==> src/hdl/lphm_pkg.sv <==
// ----------------------------------------------------------------------------
// lphm_pkg
// Types and constants shared by the linear probing hash map: the payload
// structs of both channels, the command queue entry and the code values.
// ----------------------------------------------------------------------------
package lphm_pkg;

  localparam int unsigned HASH_W     = 32;
  localparam int unsigned STEP_W     = $clog2(HASH_W);
  localparam int unsigned HOME_W     = 16;
  localparam int unsigned SLOT_OUT_W = 10;
  localparam int unsigned OCC_W      = 11;
  localparam int unsigned LIMIT_W    = 11;
  localparam logic [HASH_W-1:0]  HASH_SEED   = 32'd5381;
  localparam logic [LIMIT_W-1:0] LIMIT_RESET = 11'd922;

  localparam logic [1:0] CMD_INSERT = 2'd0;
  localparam logic [1:0] CMD_LOOKUP = 2'd1;
  localparam logic [1:0] CMD_REMOVE = 2'd2;
  localparam logic [1:0] CMD_CLEAR  = 2'd3;

  localparam logic [2:0] ST_INSERTED  = 3'd0;
  localparam logic [2:0] ST_UPDATED   = 3'd1;
  localparam logic [2:0] ST_FOUND     = 3'd2;
  localparam logic [2:0] ST_NOT_FOUND = 3'd3;
  localparam logic [2:0] ST_REMOVED   = 3'd4;
  localparam logic [2:0] ST_FULL      = 3'd5;
  localparam logic [2:0] ST_CLEARED   = 3'd6;

  typedef struct packed {
    logic [1:0]  command;
    logic [63:0] key_in;
    logic [63:0] value_in;
  } in_item_t;

  typedef struct packed {
    logic [2:0]            status;
    logic [63:0]           value_out;
    logic [SLOT_OUT_W-1:0] slot_index;
    logic [OCC_W-1:0]      occupancy;
  } out_item_t;

  typedef struct packed {
    logic [1:0]        command;
    logic [63:0]       key;
    logic [63:0]       value;
    logic [HOME_W-1:0] home;
  } cmd_t;

  typedef enum logic [1:0] {F_IDLE, F_HASH, F_MOD, F_PUSH} front_state_t;

  typedef enum logic [2:0] {B_SWEEP, B_IDLE, B_READ, B_CHECK, B_REPLY} back_state_t;

endpackage

==> src/hdl/lphm_cmd_fifo.sv <==
// ----------------------------------------------------------------------------
// lphm_cmd_fifo
// Short command queue between the hashing front and the probing back.
// ----------------------------------------------------------------------------
module lphm_cmd_fifo #(
  parameter int unsigned DEPTH = 2
) (
  input  logic           clk,
  input  logic           rst_n,
  input  lphm_pkg::cmd_t wr_data,
  input  logic           wr_en,
  output logic           wr_full,
  output lphm_pkg::cmd_t rd_data,
  input  logic           rd_en,
  output logic           rd_empty
);
  import lphm_pkg::*;

  localparam int unsigned PTR_W = (DEPTH > 1) ? $clog2(DEPTH) : 1;
  localparam int unsigned CNT_W = $clog2(DEPTH + 1);

  cmd_t             mem [DEPTH];
  logic [PTR_W-1:0] wp_r, wp_nxt, rp_r, rp_nxt;
  logic [CNT_W-1:0] cnt_r, cnt_nxt;
  logic             do_wr, do_rd;

  assign wr_full  = (cnt_r == CNT_W'(DEPTH));
  assign rd_empty = (cnt_r == '0);
  assign do_wr    = wr_en && !wr_full;
  assign do_rd    = rd_en && !rd_empty;
  assign rd_data  = mem[rp_r];

  always_comb begin
    wp_nxt  = wp_r;
    rp_nxt  = rp_r;
    cnt_nxt = cnt_r;
    if (do_wr) begin
      wp_nxt = (wp_r == PTR_W'(DEPTH - 1)) ? '0 : wp_r + PTR_W'(1);
    end
    if (do_rd) begin
      rp_nxt = (rp_r == PTR_W'(DEPTH - 1)) ? '0 : rp_r + PTR_W'(1);
    end
    if (do_wr && !do_rd) begin
      cnt_nxt = cnt_r + CNT_W'(1);
    end else if (do_rd && !do_wr) begin
      cnt_nxt = cnt_r - CNT_W'(1);
    end
  end

  always_ff @(posedge clk) begin
    if (!rst_n) begin
      wp_r  <= '0;
      rp_r  <= '0;
      cnt_r <= '0;
    end else begin
      wp_r  <= wp_nxt;
      rp_r  <= rp_nxt;
      cnt_r <= cnt_nxt;
    end
    if (do_wr) begin
      mem[wp_r] <= wr_data;
    end
  end

endmodule

==> config.mk <==
export PLATFORM = sky130hd
export DESIGN_NAME = lphm_cmd_fifo
export DESIGN_NICKNAME = d
export VERILOG_FILES = /design/src/hdl/lphm_pkg.sv /design/src/hdl/lphm_cmd_fifo.sv
export SDC_FILE = /design/constraint.sdc
export NUM_CORES = 1
export LEC_CHECK = 0
export BUFFER_PORTS_ARGS = -buffer_cell sky130_fd_sc_hd__buf_2
export CAP_MARGIN = 30
export CORE_MARGIN = 2
export CORE_UTILIZATION = 56
export DETAILED_ROUTE_END_ITERATION = 8
export HOLD_SLACK_MARGIN = 0.02
export PLACE_DENSITY = 0.9
export SLEW_MARGIN = 10
export SYNTH_ARGS = -nofsm -noshare
export SYNTH_HDL_FRONTEND = slang
export SYNTH_SLANG_ARGS = --single-unit
==> constraint.sdc <==
create_clock -name clk -period 20.3 [get_ports clk]
set_input_delay 6.09 -clock clk [delete_from_list [all_inputs] [get_ports clk]]
set_output_delay 6.09 -clock clk [all_outputs]
set_load 0.01 [all_outputs]
After elaboration in Yosys (flattened, before gate mapping)

Memory sizes are Yosys's and may differ from the RTL's. A register that Yosys moved wholly into a read port is not among the register bits.
Cells that the tools add are included.

Muxes and demuxes: 8
Reduce and logical (&&, ||, !) cells: 10
$add $sub $neg: 4
Equality and inequality tests: 1

Operator list:

| operator              | number |
|---|---|
| $mux W1               | 6 |
| $logic_and A1 B1 Y1   | 4 |
| $logic_not A1 Y1      | 4 |
| $mux W2               | 2 |
| $add A1 B1 Y1 const B | 2 |
| $add A2 B1 Y2 const B | 1 |
| $eq A2 B2 Y1 const B  | 1 |
| $logic_not A2 Y1      | 1 |
| $reduce_bool A2 Y1    | 1 |
| $sub A2 B1 Y2 const B | 1 |

Output and inout bits: 148
Bits in writable memories: 292
Register bits after elaboration: 4
Word-level logic and storage cells: 27
Memories: 1
Bits of input ports: 150

Memories:

| memory | depth | width | read ports | clocked after Yosys merged registers in | wr ports | RTL line            | source |
|---|---|---|---|---|---|---|---|
| mem    | 2     | 146   | 1          | 1                                       | 1        | lphm_cmd_fifo.sv:22 | `cmd_t mem [DEPTH];` |

Depth between registers and ports, before layout

Gate-level depths: netlist of the first run.

Depth in word-level cells: 7
Depth in mapped cells: 7
Gate-level depth less buffers: 7

Worst setup path before layout of the first run

No wires, ideal clock.

Path type: input to register
Start point: input port wr_en
End point: memory mem[0][0] (netlist bit), enable pin
Data arrival time: 11.786 ns
Required time: 19.673 ns
Library setup time: 0.627 ns
Setup slack: 7.887 ns
Stages on the path: 2
Path buffers: 0
Cell sequence: inv_1 -> nor3_2

Word-level cells in the longest chain between the ends: 3

Ends and longest elaborated chain:

| element                       | RTL line            | source |
|---|---|---|
| start: declaration            | lphm_cmd_fifo.sv:11 | `input logic wr_en,` |
| $logic_and A1 B1 Y1           | lphm_cmd_fifo.sv:29 | `assign do_wr = wr_en && !wr_full;` |
| $mux W1                       | lphm_cmd_fifo.sv:60 | `if (do_wr) begin` |
| $mux W1 (not written as such) | lphm_cmd_fifo.sv:61 | `mem[wp_r] <= wr_data;` |
| end: declaration              | lphm_cmd_fifo.sv:22 |  |

No other way between the ends.

Worst setup path after layout of the first run

Start point: input port wr_en
End point: memory mem[0][34] (netlist bit), enable pin

Same word-level chain as after synthesis.

==> results of run 1 <==
power groups by stage:
stage | clock network [mW] | logic (mW) | registers (mW)
floorplan | 0 | 0.241 | 0.810
global placement | 0 | 0.357 | 0.817
detailed placement | 0 | 0.364 | 0.824
CTS | 0.546 | 0.368 | 0.812
global route | 0.570 | 0.424 | 0.799
finish | 0.536 | 0.394 | 0.792
path summary, 6_finish.rpt:
check	from	endpoint	slack, ns
max	wr_en	mem[0][34]	12.04
min	cnt_r[1]	cnt_r[1]	0.55
max reg2reg	cnt_r[0]	mem[0][34]	17.13
min reg2reg	cnt_r[1]	cnt_r[1]	0.55
cells in the final DEF (no fill, tap or decap), drive strengths merged, types with 2 or more instances in the layout:
master / n
mux2: 146
o21ai: 2
dfxtp: 5
xnor2: 2
and2: 3
a21boi: 2
nor2: 2
clkbuf: 31
clkinv: 16
buf: 306
edfxtp: 292
inv: 2
bufinv: 5
through the flow:
stage          hold WS [ns]  std cells
2_1_floorplan         0.483        479
3_3_place_gp          0.507        998
3_5_place_dp          0.535        998
4_1_cts               0.543       1051
5_1_grt               0.577       1056
6_report              0.550       1057
cell families after synthesis:
kind of cell / share of synthesized area, %
xor gates and xnor gates: 0.244
buffers and inverters: 1.14
AOI/OAI and AO/OA: 0.302
DFF: 82.4
and+or+nand+nor: 0.512
muxes: 15.3
adders and majority gates: 0.116
registers in the layout (all words and copies together) (netlist names), named ones only:
signal	count
mem	292
rp_r	1
cnt_r	2
wp_r	1
critical path: stages:
cell                     delay, ns
sky130_fd_sc_hd__buf_2        0.10
sky130_fd_sc_hd__inv_1        0.08
sky130_fd_sc_hd__nor3_4       0.35
sky130_fd_sc_hd__buf_8        0.23
sky130_fd_sc_hd__buf_4        0.65
sky130_fd_sc_hd__buf_4        0.80
cell type report:
cell class              count  area share, %
flip-flops and latches    297           65.4
multi-input cells         164           13.1
repair buffers            306           12.1
clock buffers              31           5.41
well taps                 234           2.16
clock inverters            22           1.68
inverters                   2         0.0554
diodes                      1         0.0185
layer usage:
layer / share of wire (%) / global-route usage [%] / up-vias / wire [um]
li1: - / - / 2562 / -
met1: 36 / 21.8 / 2736 / 7380
met2: 52 / 34.5 / 235 / 10700
met3: 8.1 / 5.94 / 56 / 1660
met4: 3.2 / 6.51 / 0 / 660
met5: 0 / 0 / - / 0
==> metrics list, run 1 <==
* Actual slew at the worst max-slew pin: 0.879 ns
- Once detailed placement completed, the half-perimeter wirelength came to 13.1 mm.
- Global Route Usage Sum: 19.2%
- In this run the mean area of a mapped cell was around 22 um2.
- Synth unique cells: 22
* Total net switching power: 0.456 mW
- Top-area cell type share of the netlist area: 81.5%
- Detailed Route Iter0 Violations: roughly 350
* Setup repair after global routing missed its margin: no
- Power, Total: 1.72 mW
- Wire length of the first global-routing pass: about 30 mm
- Power spread over the standard cell area amounts to 127 nW/um2.
- Summing the sequential cell areas from Yosys gives 82.4% of the chip area.
* Final design instance area without fill: roughly 14000 um2
* Post-synthesis to final-layout area growth: 26.0%
- R2R depth: 6
* CTS HTree Levels: 1
- In the synthesized netlist the dominant register cell turns out to be sky130_fd_sc_hd__edfxtp_1.
* Clock tree from TritonCTS: yes
* Setup Slack @ Placement: 11.16 ns
* Cell taking the most area after synthesis: sky130_fd_sc_hd__edfxtp_1
- Clock share of power: 31.1%
* Leading cell type by number of instances after synthesis: sky130_fd_sc_hd__edfxtp_1
- Clock Path Buffers: 3
- Once the clock tree was built, the setup fixing pass inserted 0 buffers.
* Clock latency of the later-clocked register in the worst-skew pair: 0.53 ns
- Routed Wire Length: 20.4 mm
- Core area: 18800 um2
- After clock tree synthesis, the clock-pin slew on the worst setup and hold paths is ~0.060 ns.
* Register Area: 8870 um2
- Post-route ant nets: 0
- Vertical extent of the die: 143 um
- Fill cells in the final layout number 1086.
* Class of the worst hold path: reg2reg
- Summed instance area of the synthesized netlist: 10800 um2
- After synthesis, the share of flip-flops with an asynchronous set or reset is 0%.
- CP arrival: 8.40 ns
- Final setup margin: 12.04 ns
* Internal power: roughly 1.3 mW
- Drc violations: 0
* Number of detailed-routing iterations run before antenna repair: 4
- Synthesis produced a netlist whose cell count is 479.
* Final number of max-transition violations: 0
- Area of combinational cells with multiple inputs: 1780 um2
- Outcome: finished clean
- MaxCap Viol Count: 0
* Top cells by count, synth: sky130_fd_sc_hd__edfxtp_1 (292), sky130_fd_sc_hd__mux2_1 (100), sky130_fd_sc_hd__mux2_2 (46), sky130_fd_sc_hd__buf_4 (14), sky130_fd_sc_hd__dfxtp_1 (5)
* Utilization of the core after routing: 72.2%
- Of the available clock period, the critical path in the final layout requires 40.7%.
- Placed standard-cell area: 12500 um2
- Maximum fanout encountered on the critical timing path: slightly below 70
* Die width: 143 um
- Of the total power, combinational logic draws 22.9%.
- Root cell of the clock tree: sky130_fd_sc_hd__clkbuf_16
- Based on the critical path, the design can be clocked at up to between 100 and 150 MHz.
* Layout cells sized above 1: 48.5%
- VDD sags by at most 0.0986 mV.
- Floorplan die area: 20300 um2
* Switching power share of the total: 26.5%
- Total count of hold-check failures in the final report: 0
- Required time reported for the critical path endpoint: 20.45 ns
- Post-synthesis sequential element count: 297
- Crit path capture type: flip-flop
- The worst hold path passes through 2 cells.
* Effective utilization at floorplan: 57.3%
- In the routed layout, each cell is associated on average with a via count of 5.29.
- Maximum number of pins on one net before global-route repair: between 70 and 80
- Routability cong.: between 0.7 and 0.8
- Hold buffers post-CTS: 0
* Leak pwr: slightly above 5 nW
- Row generation in the floorplan step produced 50 rows.
* Sum of negative setup slack: 0 ns
* Sequential cell fraction of total power: 46.0%
- Setup Crit Path Kind: in2reg
* Number of nets produced by synthesis: 630
- Number of top-level pins: a little under 300
* # resized after CTS: 0
- The number of antenna violations at the first check in global routing is 1.
* Final setup viols: 0
- The via count of the first global-routing pass was 5845.
* Number of buffers inserted by port buffering: ~300
* Headroom to the max-slew limit: 41.4%
* EDFF count, synth: 292
- Average wire per standard cell: ~19 um
- The number of clock buffers added by TritonCTS is 29.
- Net count of the finished layout: around 950
* Final Critical Period: 8.26 ns
* Final setup skew: 0.00697 ns
* Number of warning messages in the yosys log: 0
- The worst setup path is launched from an input pin.
- Summed over all layers, the global routing overflow is 0.
- Count of vias placed by the detailed router: 5589
- CTS sink count: 297
- Largest cells by area after synthesis: sky130_fd_sc_hd__edfxtp_1 (81%), sky130_fd_sc_hd__mux2_1 (10%), sky130_fd_sc_hd__mux2_2 (4.8%), sky130_fd_sc_hd__buf_4 (0.98%), sky130_fd_sc_hd__dfxtp_1 (0.93%)
(Power assumes the default switching activity.)
==> run 2: changes to the inputs <==
--- a/config.mk
+++ b/config.mk
@@ -5,13 +5,14 @@
 export SDC_FILE = /design/constraint.sdc
 export NUM_CORES = 1
 export LEC_CHECK = 0
+export ABC_AREA = 1
 export BUFFER_PORTS_ARGS = -buffer_cell sky130_fd_sc_hd__buf_2
 export CAP_MARGIN = 30
 export CORE_MARGIN = 2
-export CORE_UTILIZATION = 56
+export CORE_UTILIZATION = 52
 export DETAILED_ROUTE_END_ITERATION = 8
 export HOLD_SLACK_MARGIN = 0.02
-export PLACE_DENSITY = 0.9
+export PLACE_DENSITY = 0.84
 export SLEW_MARGIN = 10
 export SYNTH_ARGS = -nofsm -noshare
 export SYNTH_HDL_FRONTEND = slang
==> constraint.sdc (replaced) <==
create_clock -name clk -period 8.6 [get_ports clk]
set_input_delay 2.58 -clock clk [delete_from_list [all_inputs] [get_ports clk]]
set_output_delay 2.58 -clock clk [all_outputs]
set_load 0.01 [all_outputs]
==> run 2 against run 1 <==
- via count fell by 0.70%
- core utilization fell by 6.3 points
- worst hold slack got worse by 0.039 ns
- worst setup slack got worse by 8.8 ns
- register-to-register slack got worse by 10 ns
- critical path depth fell by 2
- critical path type is now reg2out
- sequential cell count did not move
- wire length fell by 2.3%
- sequential share of layout area rose by 0.61 points
- final area fell by 0.92%
==> metrics list, run 2 <==
- Setup Crit Path Kind: reg2out (was in2reg)
- FF-to-FF End: mem[1][133] (was mem[0][34])
- Slowest stage cell on the critical path: sky130_fd_sc_hd__dfxtp_4 (was sky130_fd_sc_hd__buf_4)
- Final number of max-transition violations: 0 (unchanged)
- The ratio of cells with drive above 1 in the final layout is 58.8% (was 48.5%).
- The path type of the worst min-delay path is reg2reg (unchanged).
* Area of combinational cells with multiple inputs: 1770 um2 (was 1780 um2)
- Switching power share of the total: 25.8% (was 26.5%)
* Drc violations: 0 (unchanged)
- The detailed-route vias per instance is 5.06 (was 5.29).
- The number of buffers added on ports came to 297 (unchanged).
- Of the available clock period, the critical path in the final layout requires 62.7%.
* Number of nets produced by synthesis: 643 (was 630)
* HPWL after detailed placement: 13.1 mm (about the same)
* Total net switching power: 0.981 mW (was 0.456 mW)
* Filler instances: 1364 (was 1086)
* Actual slew at the worst max-slew pin: 0.939 ns (was 0.879 ns)
- Worst setup slack for register-to-register paths: 6.66 ns (was 17.13 ns)
- Headroom to the max-slew limit: 37.4% (was 41.4%)
* Clock tree from TritonCTS: yes (unchanged)
* Routability cong.: 0.766 (was 0.756)
- Synth unique cells: 14 (was 22)
- Register with the most flip-flops: mem (unchanged)
- Leading cell type by number of instances after synthesis: sky130_fd_sc_hd__edfxtp_1 (unchanged)
- The final global-route overflow total came to 0 (unchanged).
* Number of detailed-routing iterations run before antenna repair: 4 (unchanged)
- The required time at the worst-slack endpoint was 6.02 ns (was 20.45 ns).
* Summed instance area of the synthesized netlist: 10900 um2 (was 10800 um2)
* Top Registers: mem (292), cnt_r (2) (unchanged)
* Cell taking the most area after synthesis: sky130_fd_sc_hd__edfxtp_1 (unchanged)
- The register bit total from synthesis is 297 (unchanged).
- Sum of negative setup slack: 0 ns (unchanged)
- The number of instances in the synthesized netlist is 492 (was 479).
* Number of warning messages in the yosys log: 0 (unchanged)
- The number of H-tree levels was 1 (unchanged).
- Via count of the first global-routing pass: 5710 (was 5845)
- EDFF count, synth: 292 (unchanged)
- The fraction of power consumed by the clock network was 28.1% (was 31.1%).
- The total power divided by cell area was 284 nW/um2 (was 127 nW/um2).
- Maximum resistive drop on vdd: 0.222 mV (was 0.0986 mV)
* Total count of hold-check failures in the final report: 0 (unchanged)
* Fmax: 186 MHz
* Setup repair after global routing missed its margin: no (unchanged)
- The clock latency of the later-clocked register in the worst-skew pair was 0.53 ns (about the same).
- MaxCap Viol Count: 0 (unchanged)
- The number of buffers inserted during clock tree synthesis is 29 (unchanged).
- The smallest clock period supported by the final layout is computed as between 5 and 6 ns.
- Power share of the combinational group: 21.8% (was 22.9%)
- Total instance count after detailed placement: 1048 (was 998)
- Wire length of the first global-routing pass: 29.5 mm (was 30.1 mm)
- Post-synthesis to final-layout area growth: 23.7% (was 26.0%)
- Most used cells in the layout excluding fill and tap cells: sky130_fd_sc_hd__buf_2 (297), sky130_fd_sc_hd__edfxtp_1 (292), sky130_fd_sc_hd__mux2_2 (146) (was sky130_fd_sc_hd__buf_2 (297), sky130_fd_sc_hd__edfxtp_1 (292), sky130_fd_sc_hd__mux2_1 (100))
- Top-area cell type share of the netlist area: 80.7% (was 81.5%)
* Number of flip-flops in the largest register: 292 (unchanged)
- The routed wirelength normalized by instance count came to 18.1 um (was 19.3 um).
- Largest cells by area after synthesis: sky130_fd_sc_hd__edfxtp_1 (81%), sky130_fd_sc_hd__mux2_2 (15%), sky130_fd_sc_hd__clkbuf_8 (1.3%), sky130_fd_sc_hd__dfxtp_1 (0.92%), sky130_fd_sc_hd__buf_6 (0.62%) (was sky130_fd_sc_hd__edfxtp_1 (81%), sky130_fd_sc_hd__mux2_1 (10%), sky130_fd_sc_hd__mux2_2 (4.8%), sky130_fd_sc_hd__buf_4 (0.98%), sky130_fd_sc_hd__dfxtp_1 (0.93%)).
- The via count came to 5550 (was 5589).
- Final setup viols: 0 (unchanged)
- The die boundary height was 149 um (was 143 um).
* Row cnt: 52 (was 50)
- The largest net degree at the start of global routing is 81 (was 77).
- Sequential cell fraction of total power: 50.1% (was 46.0%)
- Crit-path cells: buf_4 > buf_16 > mux2_2 > buf_2 (was buf_2 > inv_1 > nor3_4 > buf_8 > buf_4 > buf_4)
* Leak pwr: 5.01 nW (was 5.11 nW)
* Number of top-level pins: 298 (unchanged)
* CTS clk-pin slew, worst paths: 0.06 ns (about the same)
* Leading cell type in the layout, fill and taps excluded: sky130_fd_sc_hd__buf_2 (unchanged)
- The endpoint type of the worst setup path is an output port (was flip-flop).
* Core area: 20400 um2 (was 18800 um2)
- The initial cell density of the core is 53.3% (was 57.3%).
- Global Route Usage Sum: 17.3% (was 19.2%)
- Worst setup path endpoint: rd_data[133] (was mem[0][34])
* Register Area: 8870 um2 (unchanged)
- Kind of start point of the critical path: flip-flop (was input pin)
- Leading register cell type out of synthesis: sky130_fd_sc_hd__edfxtp_1 (unchanged)
- The clock tree root driver cell is sky130_fd_sc_hd__clkbuf_16 (unchanged).
* Delay contributed by the slowest stage of the critical path: 0.94 ns (was 0.80 ns)
* Internal power: 2.83 mW (was 1.27 mW)
- Number of setup buffers added after CTS: 0 (unchanged)
- The number of nets in the layout is 964 (was 951).
- Detailed Route Iter0 Violations: 251 (was 351)
- Post-route ant nets: 0 (unchanged)
- Die width: 149 um (was 143 um)
* # resized after CTS: 0 (unchanged)
* Antenna violations before repair: 4 (was 1)
- The critical path data arrival time was 2.81 ns (was 8.40 ns).
- The clock sink count was 297 (unchanged).
- Final setup skew: 0.0128 ns (was 0.00697 ns)
- Outcome: finished clean (unchanged)
- The maximum buffer depth of the clock tree was 3 (unchanged).
- The async set-reset flop share out of synthesis is 0% (unchanged).
* Top cells by count, synth: sky130_fd_sc_hd__edfxtp_1 (292), sky130_fd_sc_hd__mux2_2 (146), sky130_fd_sc_hd__nor2_1 (11), sky130_fd_sc_hd__clkbuf_8 (10), sky130_fd_sc_hd__inv_1 (9) (was sky130_fd_sc_hd__edfxtp_1 (292), sky130_fd_sc_hd__mux2_1 (100), sky130_fd_sc_hd__mux2_2 (46), sky130_fd_sc_hd__buf_4 (14), sky130_fd_sc_hd__dfxtp_1 (5))
- Hold buffers post-CTS: 0 (unchanged)
- The mean instance size in the synthesized netlist came to 22.1 um2 (was 22.5 um2).
- R2R depth: 3 (was 6)
- The worst reg2reg path startpoint is cnt_r[0] (unchanged).
* Post-synthesis sequential area ratio: 81.7% (was 82.4%)
- Routed Wire Length: 19.9 mm (was 20.4 mm)
- The peak fanout along the critical path was 67 (was 68).
- Floorplan die area: 22100 um2 (was 20300 um2)
- Layout Cells excl Fill: 1097 (was 1057)
-- run 2: cell count changes after synthesis, moves of 2 or more --
cell	change
sky130_fd_sc_hd__clkbuf_8	+10
sky130_fd_sc_hd__xnor2_1	-2
sky130_fd_sc_hd__nand2_1	+6
sky130_fd_sc_hd__nor2_1	+9
sky130_fd_sc_hd__buf_2	-2
sky130_fd_sc_hd__and2_1	-3
sky130_fd_sc_hd__mux2_2	+100
sky130_fd_sc_hd__mux2_1	-100
sky130_fd_sc_hd__inv_1	+8
sky130_fd_sc_hd__buf_6	+6
sky130_fd_sc_hd__buf_4	-14
-- run 2: kinds of logic (layout without fill, tap and decap cells) --
group           count (synthesis)  in the layout  share of synthesized area [%]
mux                           146            146                           15.1
compound gates                  4              4                          0.184
flops                         297            297                           81.7
other cells                     0              1                              0
fa+ha+maj                       1              1                          0.115
buf+inv                        25            359                           2.20
simple gates                   19             19                          0.691
-- run 2: critical path, delay by kind of cell (launching register included) --
kind | cells | cell delay, ns
DFF | 1 | 0.94
buffers and inverters | 3 | 0.87
muxes | 1 | 0.40
-- run 2: layout make-up --
cell class	count	area share, %
clock inverter	9	0.289
clock buffer	35	5.57
inverter	9	0.251
timing repair buffer	306	12.2
sequential	297	66.0
antenna	1	0.0186
multi-input combinational	170	13.2
tap	270	2.51
-- run 2: power groups by stage --
stage / sequential (mW) / clock [mW] / combinational, mW
after floorplan: 1.94 / 0 / 0.560
after global placement: 1.94 / 0 / 0.797
after detailed placement: 1.95 / 0 / 0.809
after CTS: 1.92 / 1.10 / 0.814
after global routing: 1.93 / 1.15 / 0.894
final: 1.91 / 1.07 / 0.831
-- run 2: routing by layer --
metal	vias to the layer above	track usage, %	routed length, um
met5	-	0	27
met4	4	6.43	656
met3	55	5.06	1690
met2	230	29.4	9810
met1	2688	21.0	7700
li1	2573	-	-
-- run 2: per-stage QoR --
stage	util [%]	cell area, um2	setup WS [ns]	hold slack, ns	power [mW]
floorplan	-	10900	-0.799	0.467	2.50
global placement	61.6	12500	3.50	0.480	2.73
detailed placement	61.6	12500	3.50	0.493	2.75
CTS	65.4	13300	2.94	0.509	3.83
global route	66.0	13400	3.05	0.560	3.97
finish	66.0	13400	3.21	0.512	3.81
-- run 2: how the worst min path moves through the flow --
| stage | cells past startpoint | start | slack, ns | endpoint |
|---|---|---|---|---|
| after floorplan | 2 | rp_r | 0.47 | flip-flop |
| after global placement | 2 | rp_r | 0.48 | rp_r |
| after detailed placement | 2 | rp_r | 0.49 | flip-flop |
| after CTS | 2 | rp_r | 0.51 | flip-flop |
| after global routing | 2 | rp_r | 0.56 | flip-flop |
| final | 2 | rp_r | 0.51 | flip-flop |
