`src/hdl/lphm_pkg.sv`:
```
// ----------------------------------------------------------------------------
// lphm_pkg
// Types and constants shared by the linear probing hash map: the payload
// structs of both channels, the command queue entry and the code values.
// ----------------------------------------------------------------------------
package lphm_pkg;

  localparam int unsigned HASH_W     = 32;
  localparam int unsigned STEP_W     = $clog2(HASH_W);
  localparam int unsigned HOME_W     = 16;
  localparam int unsigned SLOT_OUT_W = 10;
  localparam int unsigned OCC_W      = 11;
  localparam int unsigned LIMIT_W    = 11;
  localparam logic [HASH_W-1:0]  HASH_SEED   = 32'd5381;
  localparam logic [LIMIT_W-1:0] LIMIT_RESET = 11'd922;

  localparam logic [1:0] CMD_INSERT = 2'd0;
  localparam logic [1:0] CMD_LOOKUP = 2'd1;
  localparam logic [1:0] CMD_REMOVE = 2'd2;
  localparam logic [1:0] CMD_CLEAR  = 2'd3;

  localparam logic [2:0] ST_INSERTED  = 3'd0;
  localparam logic [2:0] ST_UPDATED   = 3'd1;
  localparam logic [2:0] ST_FOUND     = 3'd2;
  localparam logic [2:0] ST_NOT_FOUND = 3'd3;
  localparam logic [2:0] ST_REMOVED   = 3'd4;
  localparam logic [2:0] ST_FULL      = 3'd5;
  localparam logic [2:0] ST_CLEARED   = 3'd6;

  typedef struct packed {
    logic [1:0]  command;
    logic [63:0] key_in;
    logic [63:0] value_in;
  } in_item_t;

  typedef struct packed {
    logic [2:0]            status;
    logic [63:0]           value_out;
    logic [SLOT_OUT_W-1:0] slot_index;
    logic [OCC_W-1:0]      occupancy;
  } out_item_t;

  typedef struct packed {
    logic [1:0]        command;
    logic [63:0]       key;
    logic [63:0]       value;
    logic [HOME_W-1:0] home;
  } cmd_t;

  typedef enum logic [1:0] {F_IDLE, F_HASH, F_MOD, F_PUSH} front_state_t;

  typedef enum logic [2:0] {B_SWEEP, B_IDLE, B_READ, B_CHECK, B_REPLY} back_state_t;

endpackage

```
`src/hdl/lphm_front.sv`:
```
// ----------------------------------------------------------------------------
// lphm_front
// Accepts a command beat, hashes the key one byte a cycle and reduces the
// hash to a home slot by multiplying with a fixed reciprocal.
// ----------------------------------------------------------------------------
module lphm_front #(
  parameter int unsigned TABLE_SLOTS = 1024,
  parameter int unsigned KEY_BYTES   = 8,
  parameter int unsigned VALUE_BITS  = 64
) (
  input  logic              clk,
  input  logic              rst_n,
  input  lphm_pkg::in_item_t in_item,
  input  logic              push,
  output logic              full,
  input  logic              init_busy,
  output lphm_pkg::cmd_t    q_data,
  output logic              q_push,
  input  logic              q_full
);
  import lphm_pkg::*;

  localparam int unsigned SLOT_W = (TABLE_SLOTS > 1) ? $clog2(TABLE_SLOTS) : 1;
  localparam int unsigned KEY_W  = 8 * KEY_BYTES;
  localparam logic [63:0] KEY_MASK = 64'((65'(1) << KEY_W) - 65'(1));
  localparam logic [63:0] VAL_MASK = 64'((65'(1) << VALUE_BITS) - 65'(1));
  // Reciprocal of the slot count for a 32-bit dividend, with
  // 2^(SLOT_W-1) < TABLE_SLOTS <= 2^SLOT_W.
  localparam logic [63:0] RECIP_FULL =
    ((((64'd1 << SLOT_W) - 64'(TABLE_SLOTS)) << HASH_W) / 64'(TABLE_SLOTS)) + 64'd1;
  localparam logic [HASH_W-1:0] RECIP = RECIP_FULL[HASH_W-1:0];

  front_state_t state_r, state_nxt;
  logic [1:0]          cmd_r, cmd_nxt;
  logic [63:0]         key_r, key_nxt;
  logic [63:0]         val_r, val_nxt;
  logic [63:0]         sh_r, sh_nxt;
  logic [HASH_W-1:0]   h_r, h_nxt;
  logic [SLOT_W-1:0]   rem_r, rem_nxt;
  logic [STEP_W-1:0]   step_r, step_nxt;
  logic [2*HASH_W-1:0] prod_r, prod_nxt;
  logic [HASH_W-1:0]   quo_r, quo_nxt;
  logic [HASH_W-1:0]   prod_hi;

  always_ff @(posedge clk) begin
    if (!rst_n) begin
      state_r <= F_IDLE;
    end else begin
      state_r <= state_nxt;
    end
    cmd_r  <= cmd_nxt;
    key_r  <= key_nxt;
    val_r  <= val_nxt;
    sh_r   <= sh_nxt;
    h_r    <= h_nxt;
    rem_r  <= rem_nxt;
    step_r <= step_nxt;
    prod_r <= prod_nxt;
    quo_r  <= quo_nxt;
  end

  always_comb begin
    state_nxt = state_r;
    cmd_nxt   = cmd_r;
    key_nxt   = key_r;
    val_nxt   = val_r;
    sh_nxt    = sh_r;
    h_nxt     = h_r;
    rem_nxt   = rem_r;
    step_nxt  = step_r;
    prod_nxt  = prod_r;
    quo_nxt   = quo_r;
    prod_hi   = prod_r[2*HASH_W-1:HASH_W];
    full      = (state_r != F_IDLE) || init_busy;
    q_push    = 1'b0;
    unique case (state_r)
      F_IDLE: begin
        if (push && !full) begin
          cmd_nxt   = in_item.command;
          key_nxt   = in_item.key_in & KEY_MASK;
          val_nxt   = in_item.value_in & VAL_MASK;
          sh_nxt    = in_item.key_in;
          h_nxt     = HASH_SEED;
          step_nxt  = STEP_W'(KEY_BYTES - 1);
          state_nxt = F_HASH;
        end
      end
      F_HASH: begin
        // h * 33 + byte, byte 0 first.
        h_nxt    = (h_r << 5) + h_r + HASH_W'(sh_r[7:0]);
        sh_nxt   = sh_r >> 8;
        step_nxt = step_r - STEP_W'(1);
        if (step_r == '0) begin
          step_nxt  = STEP_W'(2);
          state_nxt = F_MOD;
        end
      end
      F_MOD: begin
        // Quotient from the high half of h times the reciprocal, then the
        // remainder as h minus quotient times the slot count.
        step_nxt = step_r - STEP_W'(1);
        priority if (step_r == STEP_W'(2)) begin
          prod_nxt = (2*HASH_W)'(h_r) * (2*HASH_W)'(RECIP);
        end else if (step_r == STEP_W'(1)) begin
          quo_nxt = (prod_hi + ((h_r - prod_hi) >> 1)) >> (SLOT_W - 1);
        end else begin
          rem_nxt   = SLOT_W'(h_r - HASH_W'(quo_r * HASH_W'(TABLE_SLOTS)));
          state_nxt = F_PUSH;
        end
      end
      F_PUSH: begin
        if (!q_full) begin
          q_push    = 1'b1;
          state_nxt = F_IDLE;
        end
      end
      default: state_nxt = F_IDLE;
    endcase
  end

  assign q_data = '{command: cmd_r, key: key_r, value: val_r, home: HOME_W'(rem_r)};

endmodule

```
`config.mk`:
```
export PLATFORM = sky130hd
export DESIGN_NAME = lphm_front
export DESIGN_NICKNAME = d
export VERILOG_FILES = /design/src/hdl/lphm_pkg.sv /design/src/hdl/lphm_front.sv
export SDC_FILE = /design/constraint.sdc
export NUM_CORES = 1
export LEC_CHECK = 0
export BUFFER_PORTS_ARGS = -buffer_cell sky130_fd_sc_hd__buf_2
export CORE_MARGIN = 4
export CORE_UTILIZATION = 54
export CTS_CLUSTER_SIZE = 16
export DETAILED_ROUTE_END_ITERATION = 7
export PLACE_DENSITY = 0.85
export SYNTH_ARGS = -nofsm -noshare
export SYNTH_HDL_FRONTEND = slang
export SYNTH_SLANG_ARGS = --single-unit
```
`constraint.sdc`:
```
create_clock -name clk -period 16.9 [get_ports clk]
set_input_delay 0.845 -clock clk [delete_from_list [all_inputs] [get_ports clk]]
set_output_delay 0.845 -clock clk [all_outputs]
set_load 0.03 [all_outputs]
```
# [Word-level counts from Yosys, hierarchy flattened]
# Index checks and enable logic that the tools add are counted.
[totals] register_bits=243 inputBits=135 output_inout_bits=148 wordCells=52
[op_classes] addsub=4 eq_ne=10 mux=15 n_bitwise=2 n_reduce_logical=13
[ops] op="$pmux W64 S2" n=1
[ops] op="$mux W64" n=1
[ops] op="$pmux W32 S2" n=1
[ops] op="$add A32 B32 Y32" n=1
[ops] op="$add A32 B8 Y32" n=1
[ops] op="$mux W32" n=1
[ops] op="$pmux W5 S3" n=1
[ops] op="$mux W2" n=5
[ops] op="$mux W5" n=2
[ops] op="$ne A2 B2 Y1 const B" n=5
[ops] op="$sub A10 B1 Y10 const B" n=1
[ops] op="$pmux W2 S4" n=1
[ops] op="$reduce_and A2 Y1" n=3
[ops] op="$eq A5 B1 Y1 const B" n=1
[ops] op="$eq A5 B2 Y1 const B" n=1
[ops] op="$logic_not A5 Y1" n=1
[ops] op="$reduce_and A5 Y1" n=1
[ops] op="$sub A5 B1 Y5 const B" n=1
[ops] op="$eq A2 B2 Y1 const B" n=2
[ops] op="$reduce_bool A2 Y1" n=2
[ops] op="$reduce_and A3 Y1" n=1
[ops] op="$reduce_bool A3 Y1" n=1
[ops] op="$eq A2 B1 Y1 const B" n=1
[ops] op="$logic_not A2 Y1" n=1
[ops] op="other kinds (5)" n=7

# [Logic depth before layout (Yosys ltp)]
# Gate-level depths: netlist (run 1).
[depth] word_depth=6 depth_mapped=8 mapped_depth_nobuf=8

# [Worst setup path before layout (run 1)]
# No wires, ideal clock.
[synth_path] path_kind="register to register" startpoint="register state_r[1]" endpoint="register h_r[0], enable pin" setup_ns=0.608 arrival_ns=6.058 required_time_ns=16.292 setup_slack_ns=10.233 path_stages_with_launch=6 path_buffers=1 synth_period_minus_slack_ns=6.667 path_cell_list="dfxtp_1 -> inv_1 -> ha_1 -> clkbuf_1 -> inv_1 -> o21ai_0"
[synth_via] elab_chain_cells=6 elab_cells_between_ends=9 classes_between="eq/ne (2); reduce/logical (7)"
[synth_rtl] element="from (decl)" line_no="lphm_front.sv:33" rtl="front_state_t state_r, state_nxt;"
[synth_rtl] element="from (signal assigned)" line_no="lphm_front.sv:49" rtl="state_r <= state_nxt;"
[synth_rtl] element="$reduce_bool A2 Y1" line_no="lphm_front.sv:74" rtl="full = (state_r != F_IDLE) || init_busy;"
[synth_rtl] element="$logic_or A1 B1 Y1" line_no="lphm_front.sv:74"
[synth_rtl] element="$logic_not A1 Y1" line_no="lphm_front.sv:78" rtl="if (push && !full) begin"
[synth_rtl] element="$logic_and A1 B1 Y1" line_no="lphm_front.sv:78"
[synth_rtl] element="$ne A2 B2 Y1 (no line)"
[synth_rtl] element="$reduce_and A2 Y1 (no line) (*)"
[synth_rtl] element="to (signal assigned)" line_no="lphm_front.sv:55" rtl="h_r <= h_nxt;"
[synth_rtl] element="to (decl)" line_no="lphm_front.sv:38" rtl="logic [HASH_W-1:0] h_r, h_nxt;"
# Every way passes the cells marked *; elsewhere a longest branch is shown, timed or not.
# A chain may end at the register's enable or synchronous reset.

# [Final worst setup path (run 1)]
[layout_path] startpoint="register state_r[1]" endpoint="register h_r[5], enable pin"
# Same word-level chain as after synthesis.

==> results of run 1 <==
## power groups by stage
| stage | clock [uW] | sequential [uW] | combinational, uW |
|---|---|---|---|
| final | 468 | 804 | 517 |
| after floorplan | 0 | 905 | 293 |
| after global placement | 0 | 809 | 490 |
| after global routing | 499 | 814 | 564 |
| after CTS | 476 | 806 | 518 |
| after detailed placement | 0 | 816 | 514 |
## Yosys cell counts, drive strengths merged, types with 4 or more instances
library cell / instances / area [um2]
buf: 13 / 72.6
nand2: 11 / 41.3
mux2: 56 / 631
inv: 18 / 67.6
edfxtp: 219 / 6580
a211oi: 4 / 30.0
a21oi: 6 / 30.0
ha: 22 / 275
nor4: 4 / 25.0
nor2: 10 / 37.5
xnor2: 4 / 35.0
nor2b: 13 / 81.3
o21ai: 10 / 50.1
nor3: 5 / 25.0
nand2b: 4 / 25.0
fa: 4 / 80.1
## cells by family after synthesis
group,count (synthesis),synth area share (%)
adders and majority gates,26,4.26
buffers and inverters,33,1.77
DFF,221,79.3
xor gates and xnor gates,4,0.420
other,1,0.0450
and+or+nand+nor,58,3.78
AOI/OAI and AO/OA,33,2.58
muxes,58,7.80
## final cells by class
class	instances	area (um2)
sequential	221	6620
tap	188	235
multi-input combinational	185	1620
fill	986	4510
timing repair buffer	278	1400
clock buffer	29	598
inverter	18	70.1
clock inverter	13	98.8
## layout by cell type (no fill, tap or decap), types with 5 or more instances in the layout
master and instances:
mux2_2 56, clkbuf_1 6, nor2b_1 13, clkbuf_16 23, o21ai_0 9, conb_1 6
nand2_1 11, nor2_1 10, nor3_1 5, ha_1 21, inv_1 17, buf_2 276
edfxtp_1 219, clkinv_1 7, a21oi_1 6
## state kept, by name (all words and copies together), names as in the netlist
register and cells:
cmd_r 2, h_r 10, key_r 64, rem_r 10, sh_r 64, state_r 2
step_r 5, val_r 64
## layer usage
| metal | part of all wire (%) | vias to the layer above |
|---|---|---|
| met5 | 0.069 | - |
| met4 | 3.3 | 2 |
| met3 | 8.3 | 61 |
| met2 | 49 | 247 |
| met1 | 39 | 2447 |
| li1 | - | 2256 |
## critical path: stages, from the launching register on
cell and delay [ns]:
dfxtp_1 0.34, inv_1 0.14, ha_4 0.76, inv_1 0.37, o21ai_4 0.20, buf_4 0.72
## worst paths after layout
kind | to | slack [ns] | depth (start not counted)
setup reg to reg | h_r[5]$_SDFFCE_PN0P_ | 13.81 | 5
hold / removal | rem_r[5]$_DFFE_PP_ | 0.47 | 0
setup / recovery | h_r[5]$_SDFFCE_PN0P_ | 13.81 | 5
hold reg to reg | rem_r[5]$_DFFE_PP_ | 0.47 | 0
## per-stage QoR
stage	utilization (%)	setup slack, ns	area (um2)	hold slack (ns)
2_1_floorplan	-	10.23	8360	0.426
3_3_place_gp	65.6	13.87	9940	0.438
3_5_place_dp	65.6	13.72	9940	0.455
4_1_cts	70.2	13.80	10600	0.468
5_1_grt	70.2	13.59	10600	0.482
6_report	70.2	13.81	10600	0.469
==> results.sh, run 1 <==
export IMPL_clkTransAtPathRegs_ns=0.06
export IMPL_power_frac_comb_pct=28.9
export IMPL_antenna_found_initial=1
export IMPL_syn_instance_count=434
export IMPL_yosysUniqueCellTypes=40
export IMPL_slew_viol_final=0
export IMPL_diodes=0
export IMPL_fin_crit_sh_pct=18.3
export IMPL_grt_setup_unrepaired="false"
export IMPL_route_detailed_drc=0
export IMPL_finalNetCount=888
export IMPL_power_uw=1790
export IMPL_end_kind="flip-flop"
export IMPL_postCtsSetupBuffers=0
export IMPL_grtUsageMet2_pct=34.7
export IMPL_slew_headroom_pct=29.7
export IMPL_ys_ff_latch=221
export IMPL_vias_per_cell=5.38
export IMPL_yosys_warnings=0
export IMPL_instances_no_fill=932
export IMPL_place_port_buffers=276
export IMPL_core_mm2=0.0151
export IMPL_vias=5013
export IMPL_dp_cells=890
export IMPL_use_met3_pct=5.95
export IMPL_seq_power_share_pct=45.0
export IMPL_finClkSkew_ns=0.0117
export IMPL_avgSynthCellArea_um2=19.2
export IMPL_cts_resized=0
export IMPL_worstMarginPinSlew_ns=1.05
export IMPL_fmax_ghz=0.324
export IMPL_p_clk_share_pct=26.1
export IMPL_use_met1_pct=26.3
export IMPL_num_rows=45
export IMPL_intPower_uw=1220
export IMPL_dr_first_iter_drc_count=402
export IMPL_synth_edf_count=219
export IMPL_required_ns=17.02
export IMPL_status="completed"
export IMPL_setup_viol=0
export IMPL_wl_mm=18.8
export IMPL_crit_start="state_r[1]$_SDFFE_PN0P_"
export IMPL_fin_tns_setup_ns=0
export IMPL_cts_buffers=23
export IMPL_die_area_mm2=0.0175
export IMPL_worstPathMaxFanout=78
export IMPL_io_pins=283
export IMPL_p_leak_uw=0.00418
export IMPL_arrival_ns=3.20
export IMPL_grt_pass1_vias=5182
export IMPL_hp_start="h_r[5]$_SDFFCE_PN0P_"
export IMPL_grt_max_degree=86
export IMPL_synth_seq_area_share_pct=79.3
export IMPL_htreeDepth=1
export IMPL_initial_utilization_pct=55.1
export IMPL_cts_hold_buf=0
export IMPL_cts_tree="built"
export IMPL_wire_per_inst_um=20.1
export IMPL_switching_share_pct=32.0
export IMPL_grt_pass1_wl_mm=28.4
export IMPL_start_kind="flip-flop"
export IMPL_overflow=0
export IMPL_syn_to_final_growth_pct=27.5
export IMPL_maxCapViolations=0
export IMPL_cts_sinks=221
export IMPL_synth_async_reset_ratio_pct=0
export IMPL_die_w_um=132
export IMPL_netlist_area_mm2=0.00834
export IMPL_die_h_um=132
export IMPL_cts_root_buf="clkbuf_16"
export IMPL_busiest_layer="met2"
export IMPL_finalHoldViolCount=0
export IMPL_ant_nets=0
export IMPL_gp_congestion=0.887
export IMPL_path_class="flip-flop to flip-flop"
export IMPL_grt_use_total_pct=20.8
export IMPL_hpwl_mm=13.4
export IMPL_synth_ff_type="edfxtp_1"
export IMPL_hold_path_class="flip-flop to flip-flop"
export IMPL_firstDrtPassIters=4
export IMPL_ctsLongestPathBuffers=3
export IMPL_clk_latency_ns=0.50
export IMPL_power_density_mw_per_mm2=168
export IMPL_p_sw_uw=572
export IMPL_r2r_start="state_r[1]$_SDFFE_PN0P_"
export IMPL_drive_above_1_share_pct=49.7
export IMPL_min_period_ns=3.09
export IMPL_peakVddDrop_mv=0.120
No activity file was read; power rests on OpenSTA's default activity.
==> run 2, diff against run 1 <==
--- a/config.mk
+++ b/config.mk
@@ -7,10 +7,10 @@
 export LEC_CHECK = 0
 export BUFFER_PORTS_ARGS = -buffer_cell sky130_fd_sc_hd__buf_2
 export CORE_MARGIN = 4
-export CORE_UTILIZATION = 54
+export CORE_UTILIZATION = 45
 export CTS_CLUSTER_SIZE = 16
 export DETAILED_ROUTE_END_ITERATION = 7
-export PLACE_DENSITY = 0.85
+export PLACE_DENSITY = 0.76
 export SYNTH_ARGS = -nofsm -noshare
 export SYNTH_HDL_FRONTEND = slang
 export SYNTH_SLANG_ARGS = --single-unit
==> constraint.sdc (replaced) <==
create_clock -name clk -period 2.8 [get_ports clk]
set_input_delay 0.14 -clock clk [delete_from_list [all_inputs] [get_ports clk]]
set_output_delay 0.14 -clock clk [all_outputs]
set_load 0.03 [all_outputs]
==> run 2 against run 1 <==
  * Critical path depth stayed put
  * Register-to-register slack got worse by 14 ns
  * First-iteration DRC count is 1.2% lower
  * Flip-flop and latch count unchanged
  * Die area increased by 19%
  * Sequential share of layout area is 7.5 points lower
  * Cell count grew 19%
  * Via count rose by 8.9%
  * Maximum frequency grew 18%
  * Wire length increased by 13%
  * Highest routed layer is now met4
==> results.sh, run 2 (same netlist as run 1, synthesis figures left out) <==
export IMPL_hold_path_class="input port to flip-flop"
export IMPL_status="completed"
export IMPL_io_pins=283
export IMPL_vias_per_cell=4.91
export IMPL_start_kind="flip-flop"
export IMPL_required_ns=3.05
export IMPL_grt_pass1_vias=5895
export IMPL_final_common_cell="buf_2"
export IMPL_cts_resized=0
export IMPL_syn_to_final_growth_pct=44.9
export IMPL_whs_ns=0.136
export IMPL_die_w_um=144
export IMPL_dpl_worst_slack_ns=0.236
export IMPL_worstPathMaxFanout=7
export IMPL_place_area_mm2=0.0101
export IMPL_min_period_ns=2.61
export IMPL_setup_ws_ns=0.194
export IMPL_clkTransAtPathRegs_ns=0.06
export IMPL_finClkSkew_ns=0.00545
export IMPL_postCtsSetupBuffers=0
export IMPL_ant_nets=0
export IMPL_initial_utilization_pct=46.1
export IMPL_stdcell_area_mm2=0.0121
export IMPL_path_class="flip-flop to flip-flop"
export IMPL_hpwl_mm=13.8
export IMPL_peakVddDrop_mv=0.559
export IMPL_firstDrtPassIters=4
export IMPL_finalNetCount=1025
export IMPL_r2r_start="h_r[1]$_SDFFCE_PN0P_"
export IMPL_grt_use_total_pct=20.0
export IMPL_maxCapViolations=0
export IMPL_fin_tns_setup_ns=0
export IMPL_grt_setup_unrepaired="false"
export IMPL_grt_max_degree=74
export IMPL_p_leak_uw=0.00477
export IMPL_worstMarginPinSlew_ns=0.937
export IMPL_wire_per_inst_um=19.0
export IMPL_dr_first_iter_drc_count=397
export IMPL_layout_common_cells="buf_2 (276), edfxtp_1 (219), dlygate4sd3_1 (131)"
export IMPL_hold_depth=4
export IMPL_slew_headroom_pct=37.4
export IMPL_drive_above_1_share_pct=43.4
export IMPL_slew_viol_final=0
export IMPL_overflow=0
export IMPL_gp_congestion=0.907
export IMPL_cts_tree="built"
export IMPL_end_kind="flip-flop"
export IMPL_vias=5460
export IMPL_cts_root_buf="clkbuf_16"
export IMPL_ctsLongestPathBuffers=3
export IMPL_setup_viol=0
export IMPL_power_uw=11100
export IMPL_hp_start="q_full"
export IMPL_r2r_cells=5
export IMPL_cts_buffers=24
export IMPL_route_detailed_drc=0
export IMPL_fin_crit_sh_pct=93.1
export IMPL_r2r_slack_ns=0.19
export IMPL_power_density_mw_per_mm2=918
export IMPL_die_h_um=144
export IMPL_finalHoldViolCount=0
export IMPL_antenna_found_initial=1
export IMPL_wl_mm=21.1
export IMPL_fmax_ghz=0.384
export IMPL_place_port_buffers=276
export IMPL_die_area_mm2=0.0208
export IMPL_clk_latency_ns=0.50
export IMPL_reg_largest_list="key_r (64), sh_r (64), val_r (64)"
export IMPL_core_mm2=0.0181
export IMPL_hold_end="state_r[0]$_SDFFE_PN0P_"
export IMPL_arrival_ns=2.85
export IMPL_htreeDepth=1
export IMPL_num_rows=49
export IMPL_cts_sinks=221
export IMPL_r2r_end="h_r[9]$_SDFFCE_PN0P_"
export IMPL_grt_pass1_wl_mm=31.9
## run 2: worst max-delay path by stage
stage                                       start              endpoint  depth (start not counted)
after floorplan           state_r[1]$_SDFFE_PN0P_  h_r[0]$_SDFFCE_PN1P_                          5
after global placement       h_r[1]$_SDFFCE_PN0P_  h_r[7]$_SDFFCE_PN0P_                          8
after detailed placement     h_r[1]$_SDFFCE_PN0P_  h_r[9]$_SDFFCE_PN0P_                          5
after CTS                    h_r[1]$_SDFFCE_PN0P_  h_r[7]$_SDFFCE_PN0P_                          8
after global routing         h_r[1]$_SDFFCE_PN0P_  h_r[7]$_SDFFCE_PN0P_                          8
final                        h_r[1]$_SDFFCE_PN0P_  h_r[9]$_SDFFCE_PN0P_                          5
## run 2: timing repair
action / 4_1_cts / 5_1_grt
endpoints found under the hold margin: 194 / 0
hold buffers: 131 / 0
endpoints found under the setup margin: 0 / 0
## run 2: metal layers
metal,vias to the layer above,share of wire [%],GRT usage (%),wire (um)
met4,0,3.0,6.68,641
met5,-,0,0,0
li1,2527,-,-,-
met3,49,5.9,4.23,1240
met1,2667,39,24.5,8170
met2,217,52,35.3,11100
## run 2: area by class of cell
| cell class | count | area (um2) |
|---|---|---|
| repair buffers | 414 | 2770 |
| clock buffers | 31 | 648 |
| inverters | 18 | 71.3 |
| well taps | 229 | 287 |
| fillers | 1199 | 6000 |
| clock inverters | 12 | 58.8 |
| multi-input cells | 185 | 1630 |
| diodes | 1 | 2.50 |
| flip-flops and latches | 221 | 6620 |
## run 2: critical path, stage by stage (launching register included)
cell and delay (ns):
edfxtp_1 0.46, fa_1 0.48, ha_1 0.39, a2111oi_0 0.63
a2111oi_0 0.20, o21bai_1 0.20
## run 2: report_power, final
group | internal (uW) | switching (uW)
Clock | 1630 | 1220
Combinational | 1280 | 2110
Sequential | 4620 | 227
Total | 7540 | 3560
## run 2: per-stage QoR
stage / util, % / std cells
after detailed placement: 55.7 / 936
after global placement: 55.7 / 936
after global routing: 66.8 / 1111
after floorplan: - / 439
final: 66.8 / 1111
after CTS: 66.8 / 1110
==> run 3, diff against run 2 <==
--- a/config.mk
+++ b/config.mk
@@ -10,7 +10,8 @@
 export CORE_UTILIZATION = 45
 export CTS_CLUSTER_SIZE = 16
 export DETAILED_ROUTE_END_ITERATION = 7
-export PLACE_DENSITY = 0.76
+export PLACE_DENSITY = 0.87
+export REMOVE_ABC_BUFFERS = 1
 export SYNTH_ARGS = -nofsm -noshare
 export SYNTH_HDL_FRONTEND = slang
 export SYNTH_SLANG_ARGS = --single-unit
==> run 3 against run 2 <==
  * Clock skew is 0.0089 ns higher
  * Critical endpoint is now h_r[7]$_SDFFCE_PN0P_
  * Worst hold slack gained 0.025 ns
  * Cell count unchanged
  * First-iteration DRC count is 21% lower
  * Die area stayed put
  * Setup slack improved by 0.032 ns
  * Via count up 1.2%
  * Critical path depth increased by 3
  * Global-route usage up 0.48 points
==> results.sh, run 3 (same netlist as run 1, synthesis figures left out) <==
export IMPL_p_leak_uw=0.00481
export IMPL_fin_tns_setup_ns=0
export IMPL_crit_start="h_r[1]$_SDFFCE_PN0P_"
export IMPL_dr_first_iter_drc_count=312
export IMPL_die_w_um=144
export IMPL_cts_sinks=221
export IMPL_layout_common_cells="buf_2 (276), edfxtp_1 (219), dlygate4sd3_1 (131)"
export IMPL_firstDrtPassIters=4
export IMPL_vias_per_cell=4.97
export IMPL_core_mm2=0.0181
export IMPL_ctsLongestPathBuffers=3
export IMPL_worstPathMaxFanout=3
export IMPL_arrival_ns=2.80
export IMPL_io_pins=283
export IMPL_worstMarginPinSlew_ns=0.798
export IMPL_overflow=0
export IMPL_fmax_ghz=0.389
export IMPL_cpMaxStageDelayCell="edfxtp_1"
export IMPL_vias=5525
export IMPL_cts_buffers=23
export IMPL_cts_tree="built"
export IMPL_start_kind="flip-flop"
export IMPL_fin_crit_sh_pct=91.9
export IMPL_slew_headroom_pct=46.2
export IMPL_clkTransAtPathRegs_ns=0.06
export IMPL_ant_nets=0
export IMPL_min_period_ns=2.57
export IMPL_finalNetCount=1027
export IMPL_gp_congestion=0.890
export IMPL_cts_root_buf="clkbuf_16"
export IMPL_cp_num_buf_inv=1
export IMPL_hold_path_class="input port to flip-flop"
export IMPL_postCtsSetupBuffers=0
export IMPL_crit_chain="ha_1, ha_1, inv_1, fa_1, nand2b_1, a21oi_1, nor3_1, or3b_2"
export IMPL_finalHoldViolCount=0
export IMPL_grt_max_degree=56
export IMPL_nFillCells=1147
export IMPL_path_class="flip-flop to flip-flop"
export IMPL_htreeDepth=1
export IMPL_cpPeakStageDelay_ns=0.43
export IMPL_initial_utilization_pct=46.1
export IMPL_setup_ws_ns=0.227
export IMPL_route_detailed_drc=0
export IMPL_r2r_start="h_r[1]$_SDFFCE_PN0P_"
export IMPL_syn_to_final_growth_pct=45.8
export IMPL_die_area_mm2=0.0208
export IMPL_hp_start="q_full"
export IMPL_antenna_found_initial=0
export IMPL_power_density_mw_per_mm2=933
export IMPL_crit_top_cell="ha_1"
export IMPL_status="completed"
export IMPL_clk_latency_ns=0.50
export IMPL_diodes=0
export IMPL_wire_per_inst_um=19.4
export IMPL_num_rows=49
export IMPL_setup_viol=0
export IMPL_wl_mm=21.6
export IMPL_finClkSkew_ns=0.0144
export IMPL_fin_util_pct=67.2
export IMPL_peakVddDrop_mv=0.596
export IMPL_grt_setup_unrepaired="false"
export IMPL_hpwl_mm=13.1
export IMPL_required_ns=3.02
export IMPL_slew_viol_final=0
export IMPL_dpl_worst_slack_ns=0.254
export IMPL_maxCapViolations=0
export IMPL_grt_pass1_wl_mm=32.7
export IMPL_drive_above_1_share_pct=43.2
export IMPL_grt_pass1_vias=5971
export IMPL_die_h_um=144
export IMPL_end_kind="flip-flop"
export IMPL_final_common_cell="buf_2"
export IMPL_place_port_buffers=276
export IMPL_grt_use_total_pct=20.5
export IMPL_path_delay_family="adder cells"
export IMPL_reg_largest_list="key_r (64), sh_r (64), val_r (64)"
==> run 3: layer usage <==
layer	share of wire [%]	GRT usage, %	up-vias
li1	-	-	2530
met1	37	24.4	2713
met2	54	37.0	238
met3	6.8	4.76	44
met4	2.6	6.09	0
met5	0	0	-
==> run 3: final cells by class <==
class	count	area (um2)	area share, %
tap	229	287	2.36
clock inverter	13	166	1.37
timing repair buffer	417	2810	23.1
sequential	221	6620	54.4
clock buffer	28	594	4.89
inverter	18	70.1	0.576
multi-input combinational	185	1620	13.3
==> run 3: worst paths after layout <==
kind | endpoint | slack (ns) | cells after the start
worst max-delay path | h_r[7]$_SDFFCE_PN0P_ | 0.23 | 8
worst min-delay path | state_r[0]$_SDFFE_PN0P_ | 0.16 | 4
worst max register to register | h_r[7]$_SDFFCE_PN0P_ | 0.23 | 8
worst min register to register | rem_r[5]$_DFFE_PP_ | 0.46 | 0
==> run 3: worst register-to-register path: stages, from the launching register on <==
cell,delay (ns)
edfxtp_1,0.43
ha_1,0.30
ha_1,0.18
inv_1,0.07
fa_1,0.39
nand2b_1,0.20
a21oi_1,0.23
nor3_1,0.08
or3b_2,0.43
==> run 3: timing repair <==
item,CTS,global route
endpoints found under the hold margin,192,0
hold buffers,131,0
resized for setup,0,0
==> run 3: through the flow <==
| step | total power [uW] | cell area [um2] | hold WS [ns] | std cells |
|---|---|---|---|---|
| floorplan | 7240 | 8280 | 0.239 | 424 |
| global placement | 8000 | 10100 | 0.316 | 939 |
| detailed placement | 8120 | 10100 | 0.318 | 939 |
| CTS | 11400 | 12200 | 0.149 | 1111 |
| global route | 11900 | 12200 | 0.190 | 1111 |
| finish | 11300 | 12200 | 0.160 | 1111 |
==> run 3: power breakdown <==
part           internal, uW  switching [uW]
combinational          1290            2110
clock                  1880            1220
sequential             4620             237
total                  7780            3560
